--- src/hw/rtl/amus_pkg.sv ---
`timescale 1ns / 1ps
// amus_pkg.sv: widths, codes, constants and transaction types shared by the
// axis motion unit scaler modules. No dependencies.
package amus_pkg;

    localparam int MAX_AXES     = 8;
    localparam int NUM_AXES_DEF = 8;

    localparam int FUNC_W     = 3;
    localparam int AXIS_W     = 4;
    localparam int CFG_IDX_W  = $clog2(MAX_AXES);
    localparam int VAL_W      = 48;
    localparam int SCALE_W    = 32;
    localparam int SCALE_FRAC = 16;
    localparam int FRAC_BITS  = 16;

    // 48 x 32 multiply split into a 32-bit and a 16-bit slice of the value
    localparam int A_LO_W  = 32;
    localparam int A_HI_W  = VAL_W - A_LO_W;
    localparam int PROD_W  = VAL_W + SCALE_W;
    localparam int DIV_W   = PROD_W + SCALE_FRAC;
    localparam int QUO_W   = VAL_W;
    localparam int HI_W    = DIV_W - QUO_W;

    localparam int Q_DEPTH = 4;
    localparam int Q_PTR_W = $clog2(Q_DEPTH);
    localparam int Q_CNT_W = Q_PTR_W + 1;

    // scale query: Q16.16 register to FRAC_BITS fraction bits
    localparam int QRY_UP = (FRAC_BITS >= SCALE_FRAC) ? FRAC_BITS - SCALE_FRAC : 0;
    localparam int QRY_DN = (FRAC_BITS >= SCALE_FRAC) ? 0 : SCALE_FRAC - FRAC_BITS;

    localparam logic [SCALE_W-1:0] SCALE_DEF = SCALE_W'(1000 << SCALE_FRAC);
    localparam logic [SCALE_W-1:0] K_ONE     = SCALE_W'(1);
    localparam logic [SCALE_W-1:0] K_MS      = SCALE_W'(1000);
    localparam logic [SCALE_W-1:0] K_MS2     = SCALE_W'(1000000);

    typedef enum logic [FUNC_W-1:0] {
        FUNC_POS_TO_PUL = 3'd0,
        FUNC_PUL_TO_POS = 3'd1,
        FUNC_VEL_TO_PUL = 3'd2,
        FUNC_PUL_TO_VEL = 3'd3,
        FUNC_ACC_TO_PUL = 3'd4,
        FUNC_PUL_TO_ACC = 3'd5,
        FUNC_SCALE_QRY  = 3'd6
    } t_func;

    // how the product becomes the dividend
    typedef enum logic [1:0] {
        MODE_PASS  = 2'd0,
        MODE_FLOOR = 2'd1,
        MODE_SHL   = 2'd2,
        MODE_SHR   = 2'd3
    } t_mode;

    typedef struct packed {
        logic [VAL_W-1:0]   a;
        logic [SCALE_W-1:0] b;
        logic [SCALE_W-1:0] dv;
        t_mode              mode;
        logic               neg;
        logic               bad;
    } t_mul_op;

    typedef struct packed {
        logic [A_LO_W+SCALE_W-1:0] pp_lo;
        logic [A_HI_W+SCALE_W-1:0] pp_hi;
        logic [SCALE_W-1:0]        dv;
        t_mode                     mode;
        logic                      neg;
        logic                      bad;
    } t_prod;

    typedef struct packed {
        logic [DIV_W-1:0]   dividend;
        logic [SCALE_W-1:0] dv;
        logic               neg;
        logic               bad;
    } t_q_entry;

    typedef struct packed {
        logic               empty;
        logic [Q_CNT_W-1:0] level;
    } t_q_status;

    typedef struct packed {
        logic [SCALE_W-1:0] rem;
        logic [QUO_W-1:0]   rq;
        logic [SCALE_W-1:0] dv;
        logic               neg;
        logic               bad;
        logic               ovf;
    } t_div_stage;

endpackage

--- src/hw/rtl/amus_queue.sv ---
`timescale 1ns / 1ps
// amus_queue.sv: short FIFO between the multiplier front and the divider back.
// Depends on amus_pkg.
module amus_queue (
    input  logic                 i_clk,
    input  logic                 i_rst_n,
    input  logic                 i_wr,
    input  amus_pkg::t_q_entry   i_wdata,
    input  logic                 i_rd,
    output amus_pkg::t_q_entry   o_rdata,
    output amus_pkg::t_q_status  o_status
);
    import amus_pkg::*;

    t_q_entry           r_mem [Q_DEPTH];
    logic [Q_PTR_W-1:0] r_wr_ptr, r_rd_ptr;
    logic [Q_CNT_W-1:0] r_level;

    always_ff @(posedge i_clk) begin
        if (!i_rst_n) begin
            r_wr_ptr <= '0;
            r_rd_ptr <= '0;
            r_level  <= '0;
        end else begin
            if (i_wr) r_wr_ptr <= r_wr_ptr + 1'b1;
            if (i_rd) r_rd_ptr <= r_rd_ptr + 1'b1;
            r_level <= r_level + Q_CNT_W'(i_wr) - Q_CNT_W'(i_rd);
        end
    end

    always_ff @(posedge i_clk) begin
        if (i_wr) r_mem[r_wr_ptr] <= i_wdata;
    end

    assign o_rdata        = r_mem[r_rd_ptr];
    assign o_status.level = r_level;
    assign o_status.empty = (r_level == '0);

endmodule

--- config.mk ---
export PLATFORM = sky130hd
export DESIGN_NAME = amus_queue
export DESIGN_NICKNAME = d
export VERILOG_FILES = /design/src/hw/rtl/amus_pkg.sv /design/src/hw/rtl/amus_queue.sv
export SDC_FILE = /design/constraint.sdc
export NUM_CORES = 1
export LEC_CHECK = 0
export BUFFER_PORTS_ARGS = -buffer_cell sky130_fd_sc_hd__buf_4
export CORE_ASPECT_RATIO = 1.4
export CORE_MARGIN = 10
export CORE_UTILIZATION = 55
export DETAILED_ROUTE_END_ITERATION = 10
export GPL_TIMING_DRIVEN = 0
export MAX_ROUTING_LAYER = met4
export PLACE_DENSITY = 0.84
export REMOVE_ABC_BUFFERS = 1
export SETUP_SLACK_MARGIN = 0.2
export SLEW_MARGIN = 20
export SYNTH_ARGS = -nofsm -noshare
export SYNTH_HDL_FRONTEND = slang
export SYNTH_SLANG_ARGS = --single-unit
--- constraint.sdc ---
create_clock -name i_clk -period 8.6 [get_ports i_clk]
set_clock_uncertainty 0.2 [all_clocks]
set_input_delay 0.43 -clock i_clk [delete_from_list [all_inputs] [get_ports i_clk]]
set_output_delay 0.43 -clock i_clk [all_outputs]
set_load 0.02 [all_outputs]
---- Word-level counts from Yosys, hierarchy flattened ----
Memories as Yosys holds them, arrays and structs flattened. A register that Yosys moved wholly into a read port is not among the register bits.
Index checks and enable logic that the tools add are counted.
cells by class
  add/sub/neg operators ................... 4
  mux-type cells .......................... 4
  reduce and logical (&&, ||, !) cells .... 1
operator list
  kind                                          number
  adder 2 x 1 -> 2 bit (second input constant)  2
  two-way mux 2 bit                             2
  adder 3 x 1 -> 3 bit                          1
  logical NOT 3 bit                             1
  subtractor 3 x 1 -> 3 bit                     1
  two-way mux 1 bit                             2
word-level totals
  flip-flop bits (word level) ............. 7
  bits in writable memories ............... 520
  input bits .............................. 134
  output and inout bits ................... 134
  word-level logic and storage cells ...... 13
  memories kept ........................... 1
memory list
  name   words  width  read ports  clocked after Yosys merged registers in  wr ports  line              RTL
  r_mem  4      130    1           1                                        1         amus_queue.sv:15  t_q_entry r_mem [Q_DEPTH];

---- Logic depth before layout (Yosys ltp) ----
Gate-level depths: netlist (run 1).
  depth in word-level cells ............... 3
  gate-level depth with buffers ........... 7
  gate-level depth less buffers ........... 7

---- Worst setup path after synthesis (run 1) ----
OpenSTA, ideal clock, no wires.
  path kind ............................... register to register
  start ................................... register r_wr_ptr[0]
  end ..................................... memory r_mem[0][0] (netlist bit), enable pin
  setup time .............................. 0.504 ns
  arrival time ............................ 3.525 ns
  data required time ...................... 7.896 ns
  slack ................................... 4.371 ns
  cell stages (with the launch flop) ...... 4
  buffers on the path ..................... 0
  period minus slack after synthesis ...... 4.229 ns
  cells stage by stage .................... dfxtp_1 inv_1 ha_1 and2_1
RTL lines
  element                   line              RTL
  start: declaration        amus_queue.sv:16  logic [Q_PTR_W-1:0] r_wr_ptr, r_rd_ptr;
  start signal: assignment  amus_queue.sv:25  if (i_wr) r_wr_ptr <= r_wr_ptr + 1'b1;
  end: declaration          amus_queue.sv:15
No word-level cell before the write port.

==> flow_metrics.tcl, run 1 <==
set metrics [dict create \
    status "completed" \
    muxShareOfSynthArea 0.1522 \
    yosysWarnings 0 \
    start_kind "register" \
    cap_violations 0 \
    synth-main-ff-cell "edfxtp_1" \
    yosysMostFrequentCell "edfxtp_1" \
    yosys.area_share.simple 0.003566 \
    grt_pass1_wl_mm 64.81 \
    ir_worst_vdd_uv 232.2 \
    ys_ff_latch 529 \
    io-pin-count 268 \
    synthAdderAreaFrac 0.004927 \
    antenna_found_initial 7 \
    finalPower_w 0.005810 \
    rsz0062_at_grt "false" \
    min_period_over_period 0.3720 \
    netlist_top_cells_area "edfxtp_1 81%, mux4_2 15%, buf_12 1.1%" \
    syn_inst 721 \
    power.density_nw_per_um2 233.8 \
    clock_latency_ns 0.56 \
    hold_ws_ns 0.3378 \
    die_x_um 178.3 \
    die_area_um2 43090 \
    coreArea_um2 34760 \
    wl_per_cell_um 26.00 \
    dr_wl_met3_mm 2.407 \
    viasPerCell 5.594 \
    portBuffers 267 \
    synthToLayoutAreaGrowth_pct 28.78 \
    synth_top_family_by_area "multiplexers" \
    ant_nets 0 \
    relSlewSlack 0.6202 \
    dp_hpwl_mm 25.53 \
    cts_inserted_buffers 47 \
    cts-root-buf "clkbuf_16" \
    path_max_fanout 34 \
    fill_cells 1962 \
    grt_pass1_vias 10196 \
    drive_above_1_share 0.4080 \
    clk_pin_slew_ns 0.06 \
    fmax_mhz 312.6 \
    synth_xor_area_frac 0.002140 \
    synth_area_um2 19300 \
    route.layer.met1.wl_mm 14.85 \
    clock_path_buffers 3 \
    async_flop_share 0 \
    fin_ws_ns 5.401 \
    first_iter_violations 637 \
    pre_cts_ws_ns 5.863 \
    rows 81 \
    p_leak_nw 8.458 \
    cts_tree "done" \
    ys_seq_area_frac 0.8185 \
    vias 9286 \
    cts.htree.levels 2 \
    synth_common_cells "520 x edfxtp_1, 130 x mux4_2, 11 x buf_12, 10 x buf_2, 9 x dfxtp_1" \
    hold_violations 0 \
    utilization 0.7149 \
    end_kind "output port" \
    yosysTopAreaCell "edfxtp_1" \
    start_util 0.5552 \
    grt_usage 0.2075 \
    arrival_ns 2.57 \
    nets 1301 \
    final-setup-viol-count 0 \
    avgSynthCellArea_um2 26.77 \
    post_cts_buffers 0 \
    synth_top_area_share 0.8091 \
    synth_compound_area_frac 0.0007780 \
    tightestPinTransition_ns 0.5697 \
    dp_cells 1434 \
    wl_met2_mm 23.89 \
    holdCritPathClass "reg -> reg" \
    worstPathRequired_ns 7.97 \
    drc 0 \
    globalRouteOverflowTotal 0 \
    numClockSinks 529 \
    grt_max_degree 45 \
    wl_mm 43.16 \
    multi_input_area_um2 3168 \
    seqCellArea_um2 15800 \
    highest_layer "met4" \
    worstSetupPathType "reg -> out" \
    synth-edff-count 520 \
    gp_congestion 0.7416 \
    slew_violations 0 \
    finalCriticalPeriod_ns 3.199 \
    die_y_um 241.6 \
    synth_cell_types 21 \
    dr.pass1.iters 4 \
    instances_no_fill 1660 \
]
[metal layers]
metal,vias to the layer above,global-route usage
met2,359,0.3574
met1,4819,0.2281
met4,0,0.09505
met5,-,-
met3,109,0.03915
li1,3999,-
[flip-flops by register name, summed over array words and instances, names as in the netlist, named ones only]
| register | count |
|---|---|
| r_mem | 520 |
| r_rd_ptr | 2 |
| r_wr_ptr | 2 |
| r_level | 3 |
[layout by cell type (no fill, tap or decap), drive strengths merged, types with 8 or more instances in the layout]
cell,netlist,layout
buf,28,286
clkbuf,1,63
clkinv,0,17
dfxtp,9,9
diode,0,8
dlygate4sd3,0,133
edfxtp,520,520
inv,7,9
mux4,130,130
[what timing repair did]
| action | CTS | global route |
|---|---|---|
| hold endpoints to repair | 527 | 0 |
| hold buffers | 133 | 0 |
| resized for setup | 0 | 0 |
[where the power goes]
part           internal [W]  total, W  switching (W)  leakage, nW
Sequential          0.00296   0.00301      0.0000438         4.85
Clock               0.00114   0.00203       0.000886        0.729
Combinational      0.000372  0.000773       0.000401         2.88
Total               0.00448   0.00581        0.00133         8.46
[layout make-up]
class | count | share of cell area
timing repair buffer | 419 | 0.1519
clock buffer | 63 | 0.05347
clock inverter | 22 | 0.006444
antenna | 8 | 0.0008055
multi-input combinational | 156 | 0.1275
tap | 456 | 0.02296
sequential | 529 | 0.6359
inverter | 7 | 0.001057
[worst max-delay path, cell delays in order (launching register included)]
cell and delay, ns:
dfxtp_4 0.63, buf_16 0.30, buf_16 0.29, mux4_2 0.58, buf_4 0.18
[stage by stage]
stage               setup TNS [ns]  instance area, um^2
floorplan                        0                18980
global placement            -87.57                21550
detailed placement               0                22010
CTS                              0                24830
global route                     0                24850
finish                           0                24850
[cells by family after synthesis]
logic type                 Yosys count
AOI/OAI and AO/OA                    2
xor gates and xnor gates             3
adders and majority gates            7
buffers and inverters               36
DFF                                529
muxes                              131
and+or+nand+nor                     13
[path summary, 6_finish.rpt]
check	endpoint	slack, ns	startpoint	cells after the start
setup / recovery	o_rdata[85]	5.40	register	4
hold / removal	register	0.34	r_rd_ptr[1]	2
setup reg to reg	r_mem[0][32]	6.38	r_wr_ptr[0]	5
hold reg to reg	register	0.34	r_rd_ptr[1]	2
(Power assumes the default switching activity.)
==> inputs of run 2 (changes only) <==
- CORE_UTILIZATION: 55 -> 51
- PLACE_DENSITY: 0.84 -> 0.82
- clock period: 8.6 -> 2.8 ns (I/O delays scaled with it)
==> flow_metrics.tcl, run 2 (synthesis gave the netlist of run 1 again) <==
set metrics [dict create \
    wl_mm 42.12 \
    critical-path-slowest-cell "mux4_2" \
    die_y_um 250.2 \
    first_iter_violations 659 \
    regMostFlops "r_mem" \
    fin_ws_ns 0.2845 \
    grt_usage 0.1882 \
    pwr-share-seq 0.523 \
    ir_worst_vdd_uv 616.4 \
    clk_pin_slew_ns 0.06 \
    dr.pass1.iters 4 \
    worstPathRequired_ns 2.46 \
    portBuffers 267 \
    fin_area_um2 24890 \
    globalRouteOverflowTotal 0 \
    switching_share 0.2281 \
    dpl_cell_area_um2 22020 \
    p_comb_frac 0.137 \
    start_util 0.5143 \
    largest_reg_flops 520 \
    relSlewSlack 0.6854 \
    grt_pass1_wl_mm 63.72 \
    tightestPinTransition_ns 0.4719 \
    cts_inserted_buffers 46 \
    intPower_w 0.01359 \
    critPathMaxStageDelay_ns 0.59 \
    utilization 0.6633 \
    net-switching-power_w 0.004017 \
    numClockSinks 529 \
    antenna_found_initial 5 \
    multi_input_area_um2 3168 \
    pre_cts_ws_ns 0.3726 \
    vias 9238 \
    grt_pass1_vias 10061 \
    cts_tree "done" \
    cts-root-buf "clkbuf_16" \
    drive_above_1_share 0.4083 \
    cap_violations 0 \
    start_kind "register" \
    synthToLayoutAreaGrowth_pct 28.97 \
    holdCritPathClass "in -> reg" \
    clock_latency_ns 0.55 \
    viasPerCell 5.505 \
    grt_max_degree 48 \
    crit_chain "buf_4 > buf_16 > mux4_2 > buf_4" \
    ant_nets 0 \
    seqCellArea_um2 15800 \
    p_leak_nw 8.471 \
    worstSetupPathType "reg -> out" \
    arrival_ns 2.18 \
    slew_violations 0 \
    drc 0 \
    gp_congestion 0.7435 \
    mostFrequentLayoutCells "520 x edfxtp_1, 269 x buf_4, 134 x dlygate4sd3_1, 130 x mux4_2, 50 x clkbuf_16" \
    coreArea_um2 37520 \
    clock_path_buffers 3 \
    final-setup-viol-count 0 \
    fill_cells 2278 \
    rows 84 \
    end_kind "output port" \
    cts.htree.levels 2 \
    status "completed" \
    hold_ws_ns 0.1235 \
    min_period_over_period 0.8984 \
    power.density_nw_per_um2 707.6 \
    largest_registers "r_mem x520, r_level x3" \
    hold_violations 0 \
    clkPwrFrac 0.340 \
    rsz0062_at_grt "true" \
    nets 1305 \
    dp_hpwl_mm 24.91 \
    wl_per_cell_um 25.10 \
    io-pin-count 268 \
    die_x_um 184.4 \
    path_common_cell "buf_4" \
    final_common_cell "edfxtp_1" \
    path_max_fanout 32 \
    die_area_um2 46130 \
    fmax_mhz 397.5 \
    finalCriticalPeriod_ns 2.515 \
]
run 2: changes by cell type in the layout (fill, tap and decap cells not counted), sizes merged:
cell / previous run / this run
bufinv: 2 / 1
dlygate4sd3: 133 / 134
clkinv: 17 / 15
diode: 8 / 5
buf: 286 / 289
clkbuf: 63 / 66
run 2: final timing paths:
path / startpoint / to / slack [ns] / cells after the start
worst max-delay path: register / o_rdata[7] / 0.28 / 4
worst min-delay path: i_wdata[125] / r_mem[1][125] / 0.12 / 2
worst max register to register: r_level[0] / r_level[1] / 0.41 / 7
worst min register to register: r_rd_ptr[0] / r_rd_ptr[0] / 0.36 / 2
run 2: cell type report:
type,instances,area share
Multi-Input combinational cell,156,0.1273
Sequential cell,529,0.6349
Antenna cell,5,0.0005027
Tap cell,473,0.02378
Clock inverter,19,0.004927
Timing Repair Buffer,424,0.1554
Clock buffer,65,0.05208
Inverter,7,0.001056
run 2: critical path, delay by kind of cell, from the launching register on:
family | cells | cell delay, ns
buf+inv | 3 | 0.67
mux | 1 | 0.59
flops | 1 | 0.37
run 2: per-stage QoR:
stage	power [W]	instances	setup TNS, ns
2_1_floorplan	0.01062	692	-1216.64
3_3_place_gp	0.01170	1432	-2798.69
3_5_place_dp	0.01158	1450	0
4_1_cts	0.01772	1672	0
5_1_grt	0.01817	1678	0
6_report	0.01761	1678	0
run 2: per-layer routing:
metal  GRT usage  vias to the layer above  part of all wire  routed length [um]
li1            -                     4000                 -                   -
met1      0.2137                     4861              0.36               15100
met2      0.3258                      298              0.56               23460
met3     0.03361                       79             0.051                2145
met5           -                        -                 0                   0
met4     0.06970                        0             0.034                1417
run 2: timing repair:
action | in CTS | in global routing
gates resized for setup | 0 | 1
hold buffers | 134 | 0
setup buffers | 4 | 0
cloned | 0 | 1
hold endpoints to repair | 529 | 0
setup endpoints to repair | 128 | 27
run 2: power by group through the flow:
| stage | clock network, W | registers [W] | logic (W) |
|---|---|---|---|
| final | 0.00599 | 0.00921 | 0.00241 |
| after global routing | 0.00638 | 0.00924 | 0.00255 |
| after CTS | 0.00610 | 0.00920 | 0.00242 |
| after detailed placement | 0 | 0.00940 | 0.00218 |
| after global placement | 0 | 0.00960 | 0.00210 |
| after floorplan | 0 | 0.00951 | 0.00112 |
