<file path="config.mk">
export PLATFORM = sky130hd
export DESIGN_NAME = amus_front
export DESIGN_NICKNAME = d
export VERILOG_FILES = /design/src/hw/rtl/amus_pkg.sv /design/src/hw/rtl/amus_front.sv
export SDC_FILE = /design/constraint.sdc
export NUM_CORES = 2
export LEC_CHECK = 0
export BUFFER_PORTS_ARGS = -buffer_cell sky130_fd_sc_hd__buf_2
export CORE_MARGIN = 10
export CORE_UTILIZATION = 60
export CTS_CLUSTER_DIAMETER = 200
export DETAILED_ROUTE_END_ITERATION = 10
export GPL_ROUTABILITY_DRIVEN = 1
export PLACE_DENSITY = 0.88
export SYNTH_ARGS = -nofsm -noshare
export SYNTH_HDL_FRONTEND = slang
export SYNTH_SLANG_ARGS = --single-unit
</file>
<file path="constraint.sdc">
create_clock -name i_clk -period 14.64 [get_ports i_clk]
set_input_delay 2.196 -clock i_clk [delete_from_list [all_inputs] [get_ports i_clk]]
set_output_delay 2.196 -clock i_clk [all_outputs]
set_load 0.1 [all_outputs]
</file>
<file path="src/hw/rtl/amus_pkg.sv">
`timescale 1ns / 1ps
// amus_pkg.sv: widths, codes, constants and transaction types shared by the
// axis motion unit scaler modules. No dependencies.
package amus_pkg;

    localparam int MAX_AXES     = 8;
    localparam int NUM_AXES_DEF = 8;

    localparam int FUNC_W     = 3;
    localparam int AXIS_W     = 4;
    localparam int CFG_IDX_W  = $clog2(MAX_AXES);
    localparam int VAL_W      = 48;
    localparam int SCALE_W    = 32;
    localparam int SCALE_FRAC = 16;
    localparam int FRAC_BITS  = 16;

    // 48 x 32 multiply split into a 32-bit and a 16-bit slice of the value
    localparam int A_LO_W  = 32;
    localparam int A_HI_W  = VAL_W - A_LO_W;
    localparam int PROD_W  = VAL_W + SCALE_W;
    localparam int DIV_W   = PROD_W + SCALE_FRAC;
    localparam int QUO_W   = VAL_W;
    localparam int HI_W    = DIV_W - QUO_W;

    localparam int Q_DEPTH = 4;
    localparam int Q_PTR_W = $clog2(Q_DEPTH);
    localparam int Q_CNT_W = Q_PTR_W + 1;

    // scale query: Q16.16 register to FRAC_BITS fraction bits
    localparam int QRY_UP = (FRAC_BITS >= SCALE_FRAC) ? FRAC_BITS - SCALE_FRAC : 0;
    localparam int QRY_DN = (FRAC_BITS >= SCALE_FRAC) ? 0 : SCALE_FRAC - FRAC_BITS;

    localparam logic [SCALE_W-1:0] SCALE_DEF = SCALE_W'(1000 << SCALE_FRAC);
    localparam logic [SCALE_W-1:0] K_ONE     = SCALE_W'(1);
    localparam logic [SCALE_W-1:0] K_MS      = SCALE_W'(1000);
    localparam logic [SCALE_W-1:0] K_MS2     = SCALE_W'(1000000);

    typedef enum logic [FUNC_W-1:0] {
        FUNC_POS_TO_PUL = 3'd0,
        FUNC_PUL_TO_POS = 3'd1,
        FUNC_VEL_TO_PUL = 3'd2,
        FUNC_PUL_TO_VEL = 3'd3,
        FUNC_ACC_TO_PUL = 3'd4,
        FUNC_PUL_TO_ACC = 3'd5,
        FUNC_SCALE_QRY  = 3'd6
    } t_func;

    // how the product becomes the dividend
    typedef enum logic [1:0] {
        MODE_PASS  = 2'd0,
        MODE_FLOOR = 2'd1,
        MODE_SHL   = 2'd2,
        MODE_SHR   = 2'd3
    } t_mode;

    typedef struct packed {
        logic [VAL_W-1:0]   a;
        logic [SCALE_W-1:0] b;
        logic [SCALE_W-1:0] dv;
        t_mode              mode;
        logic               neg;
        logic               bad;
    } t_mul_op;

    typedef struct packed {
        logic [A_LO_W+SCALE_W-1:0] pp_lo;
        logic [A_HI_W+SCALE_W-1:0] pp_hi;
        logic [SCALE_W-1:0]        dv;
        t_mode                     mode;
        logic                      neg;
        logic                      bad;
    } t_prod;

    typedef struct packed {
        logic [DIV_W-1:0]   dividend;
        logic [SCALE_W-1:0] dv;
        logic               neg;
        logic               bad;
    } t_q_entry;

    typedef struct packed {
        logic               empty;
        logic [Q_CNT_W-1:0] level;
    } t_q_status;

    typedef struct packed {
        logic [SCALE_W-1:0] rem;
        logic [QUO_W-1:0]   rq;
        logic [SCALE_W-1:0] dv;
        logic               neg;
        logic               bad;
        logic               ovf;
    } t_div_stage;

endpackage

</file>
<file path="src/hw/rtl/amus_front.sv">
`timescale 1ns / 1ps
// amus_front.sv: scale registers, input decode and two-stage 48x32 multiplier;
// hands dividend/divisor pairs to the queue. Depends on amus_pkg.
module amus_front #(
    parameter int NUM_AXES = amus_pkg::NUM_AXES_DEF
) (
    input  logic                             i_clk,
    input  logic                             i_rst_n,
    input  logic                             i_cfg_we,
    input  logic [amus_pkg::CFG_IDX_W-1:0]   i_cfg_idx,
    input  logic [amus_pkg::SCALE_W-1:0]     i_cfg_data,
    input  logic                             i_push,
    output logic                             o_full,
    input  logic [amus_pkg::FUNC_W-1:0]      i_func,
    input  logic [amus_pkg::AXIS_W-1:0]      i_axis,
    input  logic signed [amus_pkg::VAL_W-1:0] i_value,
    input  amus_pkg::t_q_status              i_q_status,
    output logic                             o_q_wr,
    output amus_pkg::t_q_entry               o_q_wdata
);
    import amus_pkg::*;

    localparam int AX_IDX_W = (NUM_AXES > 1) ? $clog2(NUM_AXES) : 1;

    logic [SCALE_W-1:0]  r_scale [NUM_AXES];
    logic                cfg_hit;
    logic [AX_IDX_W-1:0] cfg_sel;

    logic                r_s1_vld, r_s2_vld;
    t_mul_op             r_s1, n_s1;
    t_prod               r_s2, n_s2;

    logic                push_ok;
    logic [Q_CNT_W:0]    in_flight;
    logic                bad, neg, conv;
    logic [AX_IDX_W-1:0] ax_idx;
    logic [SCALE_W-1:0]  s_raw, s_eff, s_qry;
    logic [VAL_W-1:0]    val_u, m_abs, qry_val;
    logic [PROD_W-1:0]   prod;
    logic [DIV_W-1:0]    p_ext, dividend;

    assign cfg_hit = i_cfg_we && (int'(i_cfg_idx) < NUM_AXES);
    assign cfg_sel = i_cfg_idx[AX_IDX_W-1:0];

    always_ff @(posedge i_clk) begin
        if (!i_rst_n) begin
            for (int k = 0; k < NUM_AXES; k++) r_scale[k] <= SCALE_DEF;
        end else if (cfg_hit) begin
            r_scale[cfg_sel] <= i_cfg_data;
        end
    end

    // credit check: everything in the two stages must find room in the queue
    assign in_flight = (Q_CNT_W+1)'(r_s1_vld) + (Q_CNT_W+1)'(r_s2_vld)
                     + (Q_CNT_W+1)'(i_q_status.level);
    assign o_full    = in_flight >= (Q_CNT_W+1)'(Q_DEPTH);
    assign push_ok   = i_push && !o_full;

    always_comb begin
        bad     = i_axis >= AXIS_W'(NUM_AXES);
        ax_idx  = bad ? '0 : i_axis[AX_IDX_W-1:0];
        s_raw   = r_scale[ax_idx];
        s_eff   = (s_raw == '0) ? SCALE_DEF : s_raw;
        s_qry   = bad ? SCALE_DEF : s_eff;
        qry_val = (VAL_W'(s_qry) << QRY_UP) >> QRY_DN;
        neg     = i_value[VAL_W-1];
        val_u   = i_value;
        m_abs   = neg ? (~val_u + VAL_W'(1)) : val_u;
        conv    = 1'b0;

        // default is a zero result through a divide by one
        n_s1.a    = '0;
        n_s1.b    = K_ONE;
        n_s1.dv   = K_ONE;
        n_s1.mode = MODE_PASS;
        n_s1.neg  = 1'b0;
        n_s1.bad  = 1'b0;

        case (i_func)
            FUNC_POS_TO_PUL: begin
                conv = 1'b1;
                n_s1.a = m_abs; n_s1.b = s_eff; n_s1.mode = MODE_FLOOR;
            end
            FUNC_PUL_TO_POS: begin
                conv = 1'b1;
                n_s1.a = {m_abs[VAL_W-1:FRAC_BITS], FRAC_BITS'(0)};
                n_s1.mode = MODE_SHL; n_s1.dv = s_eff;
            end
            FUNC_VEL_TO_PUL: begin
                conv = 1'b1;
                n_s1.a = m_abs; n_s1.b = s_eff; n_s1.mode = MODE_SHR; n_s1.dv = K_MS;
            end
            FUNC_PUL_TO_VEL: begin
                conv = 1'b1;
                n_s1.a = m_abs; n_s1.b = K_MS; n_s1.mode = MODE_SHL; n_s1.dv = s_eff;
            end
            FUNC_ACC_TO_PUL: begin
                conv = 1'b1;
                n_s1.a = m_abs; n_s1.b = s_eff; n_s1.mode = MODE_SHR; n_s1.dv = K_MS2;
            end
            FUNC_PUL_TO_ACC: begin
                conv = 1'b1;
                n_s1.a = m_abs; n_s1.b = K_MS2; n_s1.mode = MODE_SHL; n_s1.dv = s_eff;
            end
            FUNC_SCALE_QRY: begin
                n_s1.a = qry_val; n_s1.bad = bad;
            end
            default: ;
        endcase

        if (conv) n_s1.neg = neg;
        if (conv && bad) begin
            n_s1.a    = '0;
            n_s1.b    = K_ONE;
            n_s1.dv   = K_ONE;
            n_s1.mode = MODE_PASS;
            n_s1.neg  = 1'b0;
            n_s1.bad  = 1'b1;
        end
    end

    always_comb begin
        n_s2.pp_lo = (A_LO_W+SCALE_W)'(r_s1.a[A_LO_W-1:0]) * (A_LO_W+SCALE_W)'(r_s1.b);
        n_s2.pp_hi = (A_HI_W+SCALE_W)'(r_s1.a[VAL_W-1:A_LO_W]) * (A_HI_W+SCALE_W)'(r_s1.b);
        n_s2.dv    = r_s1.dv;
        n_s2.mode  = r_s1.mode;
        n_s2.neg   = r_s1.neg;
        n_s2.bad   = r_s1.bad;
    end

    always_ff @(posedge i_clk) begin
        if (!i_rst_n) begin
            r_s1_vld <= 1'b0;
            r_s2_vld <= 1'b0;
        end else begin
            r_s1_vld <= push_ok;
            r_s2_vld <= r_s1_vld;
        end
    end

    always_ff @(posedge i_clk) begin
        r_s1 <= n_s1;
        r_s2 <= n_s2;
    end

    always_comb begin
        prod  = PROD_W'(r_s2.pp_lo) + (PROD_W'(r_s2.pp_hi) << A_LO_W);
        p_ext = DIV_W'(prod);
        case (r_s2.mode)
            MODE_FLOOR: dividend = (p_ext >> (FRAC_BITS + SCALE_FRAC)) << FRAC_BITS;
            MODE_SHL:   dividend = p_ext << SCALE_FRAC;
            MODE_SHR:   dividend = p_ext >> SCALE_FRAC;
            default:    dividend = p_ext;
        endcase
    end

    assign o_q_wr             = r_s2_vld;
    assign o_q_wdata.dividend = dividend;
    assign o_q_wdata.dv       = r_s2.dv;
    assign o_q_wdata.neg      = r_s2.neg;
    assign o_q_wdata.bad      = r_s2.bad;

endmodule

</file>
### Yosys cells after proc, flatten, opt, wreduce, memory -nomap -nowiden

Memories as Yosys holds them, arrays and structs flattened.
Index checks and enable logic that the tools add are counted.

* register bits: 266
* RAM bits: 256
* output and inout port bits: 132
* word-level logic and storage cells: 64
* memories kept: 1

Memory list
* r_scale: words 8, bits a word 32, read ports 1, clocked after memory_dff 0, wr ports 8, line amus_front.sv:25 `logic [SCALE_W-1:0] r_scale [NUM_AXES];`

* add/sub/neg operators: 4
* multipliers: 2
* magnitude comparators: 2
* eq/ne operators: 9
* multiplexer cells: 18
* bitwise operators: 2
* reductions and logical operators: 12

Operators by type and width (count)
* $pmux 96 s3: 1
* $pmux 32 s3: 2
* $pmux 48 s3: 1
* $mux 32: 3
* $add 64x80->80: 1
* $mul 32x32->64: 1
* $add 48x1->48 const B: 1
* $mul 16x32->48: 1
* $mux 48: 1
* $not 48->48: 1
* $logic_not 32->1: 1
* $reduce_or 32->1: 1
* $eq 3x3->1 const B: 3
* $mux 1: 7
* $eq 3x2->1 const B: 2
* $mux 3: 2
* $pmux 2 s3: 1
* $reduce_or 3->1: 2
* $reduce_or 6->1: 1
* $reduce_or 5->1: 1
* $add 2x3->4: 1
* $eq 2x2->1 const B: 2
* $ge 4x3->1 const B: 1
* $ge 4x4->1 const B: 1
* other kinds (8): 10

### Depth between registers and ports, before layout

An unclocked memory read counts as a cell.

* word-level depth: 7
* mapped depth: 28

### Worst setup path after synthesis

No wires, ideal clock.

* path kind: register to output
* from: register r_s2[50] (netlist bit)
* to: output port o_q_wdata[101] (netlist bit)
* arrival time: 5.730 ns
* data required time: 12.444 ns
* path slack: 6.714 ns
* cell stages (with the launch flop): 12
* path buffers: 1
* path through: dfxtp_1 > ha_1 > buf_2 > a21o_1 > a31oi_1 > o22ai_1 > nor3_1 > a21oi_1 > o221ai_1 > o31ai_1 > and4_1 > o311ai_0

RTL lines
* start, declared: line amus_front.sv:31 `t_prod r_s2, n_s2;`
* start signal, assigned: line amus_front.sv:143 `r_s2 <= n_s2;`
* end, declared: line amus_front.sv:19 `output amus_pkg::t_q_entry o_q_wdata`

==> flow_summary_export.csv <==
group,metric,value,unit
setup_path,cp_max_fo,48,
global_route,antenna_found_initial,25,
clock_tree,cts_buffers,54,
setup_path,crit_path_start_kind,"flip-flop",
clock_tree,cts_sinks,522,
clock_tree,cts_root_buf,"clkbuf_16",
die,start_util,60.5,%
clock_tree,clkTransAtPathRegs,60,ps
clock_tree,ctsResizeCount,0,
clock_tree,cts_htree_levels,2,
timing,setup_viol,0,
flow_run,drv_cap,0,
detailed_routing,dr.pass1.iters,6,
timing,skew,32.1,ps
detailed_routing,ant_nets,0,
timing,rsz0062_at_grt,"no",
clock_tree,cts_setup_buffers,0,
setup_path,cp.required,15150,ps
logic_synthesis,synthDistinctLibCells,72,
power_and_ir_drop,clkPwrFrac,18.3,%
detailed_routing,wl_met1,70.0,mm
timing,period_needed,8880,ps
detailed_routing,post_drt_wl_per_cell,22.7,um
die,io_pins,230,
logic_synthesis,synth_seq_cells,522,
detailed_routing,num_vias,54474,
logic_synthesis,ys_async_sr_fraction,0,%
cells_and_area,final_nets,9157,
timing,clock.fmax,113,MHz
power_and_ir_drop,power.density,108,nW/um2
power_and_ir_drop,p_switching,4.15,mW
detailed_routing,routed_wl,203,mm
clock_tree,hold_buffers,0,
power_and_ir_drop,p_total,8.14,mW
clock_tree,clkLatencyLatePin,690,ps
die,chipHeight,365,um
die,dieArea,133000,um2
timing,finalCritPeriodShare,60.6,%
logic_synthesis,syn-mean-instance-area,9.65,um2
power_and_ir_drop,p_comb_share,58.3,%
detailed_routing,drc_errors,0,
cells_and_area,area_growth_syn_to_layout,5.69,%
clock_tree,cts_tree,"yes",
clock_tree,clockBufferDepth,3,
die,rows,126,
die,core_area,118000,um2
timing,maxSlewViolCount,0,
placement,dpl.hpwl,146,mm
die,die_width,365,um
logic_synthesis,synth.yosys.seq_area_share,18.2,%
power_and_ir_drop,internal_power,3.98,mW
placement,port_buffers,228,
power_and_ir_drop,seqPwrFrac,23.4,%
timing,tightest_slew,1220,ps
global_route,grt.overflow.total,0,
cells_and_area,drive_gt1_share,7.55,%
global_route,grt_pass1_wl,322,mm
logic_synthesis,synthCells,7407,
logic_synthesis,synth_fp_nets,9237,
timing,slew_headroom,18.1,%
logic_synthesis,synth_ff_type,"dfxtp_1",
timing,final.setup.tns,0,ps
detailed_routing,top_layer,"met5",
setup_path,crit_arrival,9390,ps
outcome,outcome,"complete, no violations",
cells_and_area,fill_cells,8629,
detailed_routing,route.met2.wl,92.2,mm
min_path,worstHoldPathType,"reg2reg",
timing,hold_viol,0,
logic_synthesis,synth_area,71500,um2
global_route,grt_max_degree,108,
detailed_routing,drtIter0Drc,5810,
setup_path,crit_type,"reg2reg",
detailed_routing,vias_per_cell,6.10,
placement,place.gp.congestion,0.970,
power_and_ir_drop,sw_frac_of_total,51.1,%
logic_synthesis,yosys_warnings,0,
detailed_routing,dr_wl_met3,28.7,mm
global_route,track_usage,30.9,%
setup_path,cp-end-kind,"flip-flop",
global_route,grt_pass1_vias,59074,
power_and_ir_drop,p_leak,35.1,nW
logic_synthesis,synth-edff-count,256,
power_and_ir_drop,ir_drop,0.383,mV
## path summary, 6_finish.rpt
kind | start | endpoint | slack [ps] | depth (start not counted)
max | r_s1[43] | r_s2[135] | 5760 | 24
min | n_s2[2] | r_s2[2] | 330 | 0
max reg2reg | r_s1[43] | r_s2[135] | 5760 | 24
min reg2reg | n_s2[2] | r_s2[2] | 330 | 0
## cells by family (layout without fill, tap and decap cells)
group	Yosys count	in the layout	synth area share, %
AO/OA/AOI/OAI	692	692	6.15
XOR/XNOR	196	196	2.40
adder cells (fa/ha/maj)	1732	1732	44.1
buffers and inverters	1748	1714	9.36
flip-flops	522	522	18.2
multiplexers	125	125	2.85
other	0	14	0
AND/OR/NAND/NOR	2392	2392	16.9
## metrics by stage
stage | hold slack [ps] | utilization [%] | cells | area (um2) | worst slack (ps)
CTS | 326 | 63.9 | 8909 | 75500 | 6110
finish | 325 | 63.9 | 8923 | 75600 | 5760
floorplan | 310 | - | 7407 | 71500 | 6710
global route | 335 | 63.9 | 8913 | 75600 | 5510
global placement | 311 | 62.2 | 8807 | 73600 | 6290
detailed placement | 314 | 62.2 | 8807 | 73600 | 6130
## power groups by stage
stage	registers (mW)	clock network (mW)	logic [mW]
floorplan	1.82	0	3.45
global placement	1.91	0	4.49
detailed placement	1.92	0	4.60
CTS	1.89	1.49	4.64
global route	1.91	1.55	5.09
finish	1.91	1.49	4.74
## sequential cells by signal, indices dropped and copies added (netlist names)
signal / flops
r_s1_vld: 1
r_s2: 114
o_q_wr: 1
r_scale: 256
n_s2: 36
o_q_wdata: 34
r_s1: 80
## cells in the final DEF (no fill, tap or decap), types with 31 or more instances in the layout
master,instances
buf_2,228
nand2_1,952
inv_1,1277
or3_1,44
fa_1,1315
buf_4,106
ha_1,417
dfxtp_1,244
a21oi_1,238
clkbuf_16,57
a21o_1,89
edfxtp_1,256
xnor2_1,130
o21bai_1,35
and2_1,968
mux2i_1,61
xor2_1,66
nand3_1,48
mux4_2,63
o21ai_0,108
nand2b_1,31
nor2_1,195
## synthesized netlist by cell type, drive strengths merged, types with 7 or more instances
| cell type | n | area, um2 |
|---|---|---|
| o41ai | 7 | 68.8 |
| o21a | 24 | 180 |
| inv | 1277 | 4790 |
| a21o | 89 | 668 |
| nor4 | 8 | 56.3 |
| ha | 417 | 5220 |
| mux2i | 61 | 611 |
| o2111ai | 8 | 70.1 |
| a211o | 9 | 78.8 |
| dfxtp | 266 | 5330 |
| nor3 | 25 | 141 |
| xnor2 | 130 | 1140 |
| fa | 1315 | 26300 |
| a21boi | 9 | 67.6 |
| and2 | 968 | 6060 |
| a22o | 18 | 158 |
| and3 | 30 | 188 |
| nand2 | 952 | 3570 |
| o22ai | 24 | 150 |
| buf | 51 | 327 |
| mux4 | 63 | 1420 |
| nand4 | 29 | 188 |
| o211ai | 8 | 60.1 |
| xor2 | 66 | 578 |
| a21oi | 240 | 1210 |
| and4 | 11 | 96.3 |
| edfxtp | 256 | 7690 |
| or2 | 12 | 75.1 |
| a211oi | 23 | 173 |
| o21ai | 115 | 576 |
| nand3 | 48 | 240 |
| nor2 | 197 | 739 |
| a31oi | 17 | 106 |
| o21bai | 35 | 263 |
| nand2b | 35 | 234 |
| clkbuf | 419 | 1570 |
| nor2b | 18 | 113 |
| o31ai | 16 | 120 |
| or3 | 44 | 275 |
## per-layer routing
layer | vias up | global-route usage (%)
li1 | 22595 | -
met1 | 26841 | 37.8
met2 | 4019 | 48.9
met3 | 989 | 10.3
met4 | 30 | 15.3
met5 | - | 0
## cell type report
type	instances	area [um2]	area share [%]
flip-flops and latches	522	13000	17.3
repair buffers	334	1940	2.56
clock buffers	70	1560	2.06
diodes	14	35.0	0.0464
well taps	1536	1920	2.54
multi-input cells	5137	51900	68.7
inverters	1278	4800	6.35
clock inverters	32	394	0.522
## worst max-delay path, cell delays in order (launching register included)
cell,delay [ps]
dfxtp_1,310
buf_4,530
and2_1,250
fa_1,440
fa_1,540
inv_1,60
fa_1,470
fa_1,490
inv_1,40
ha_1,260
ha_1,290
fa_1,480
inv_1,50
fa_1,470
inv_1,50
ha_1,370
and3_1,220
and3_1,180
a211oi_1,610
o21ai_0,340
a21oi_1,450
a21oi_1,240
a21oi_1,740
o21ai_0,240
xor2_1,520
Note: power is estimated with default switching activity, not from simulation.
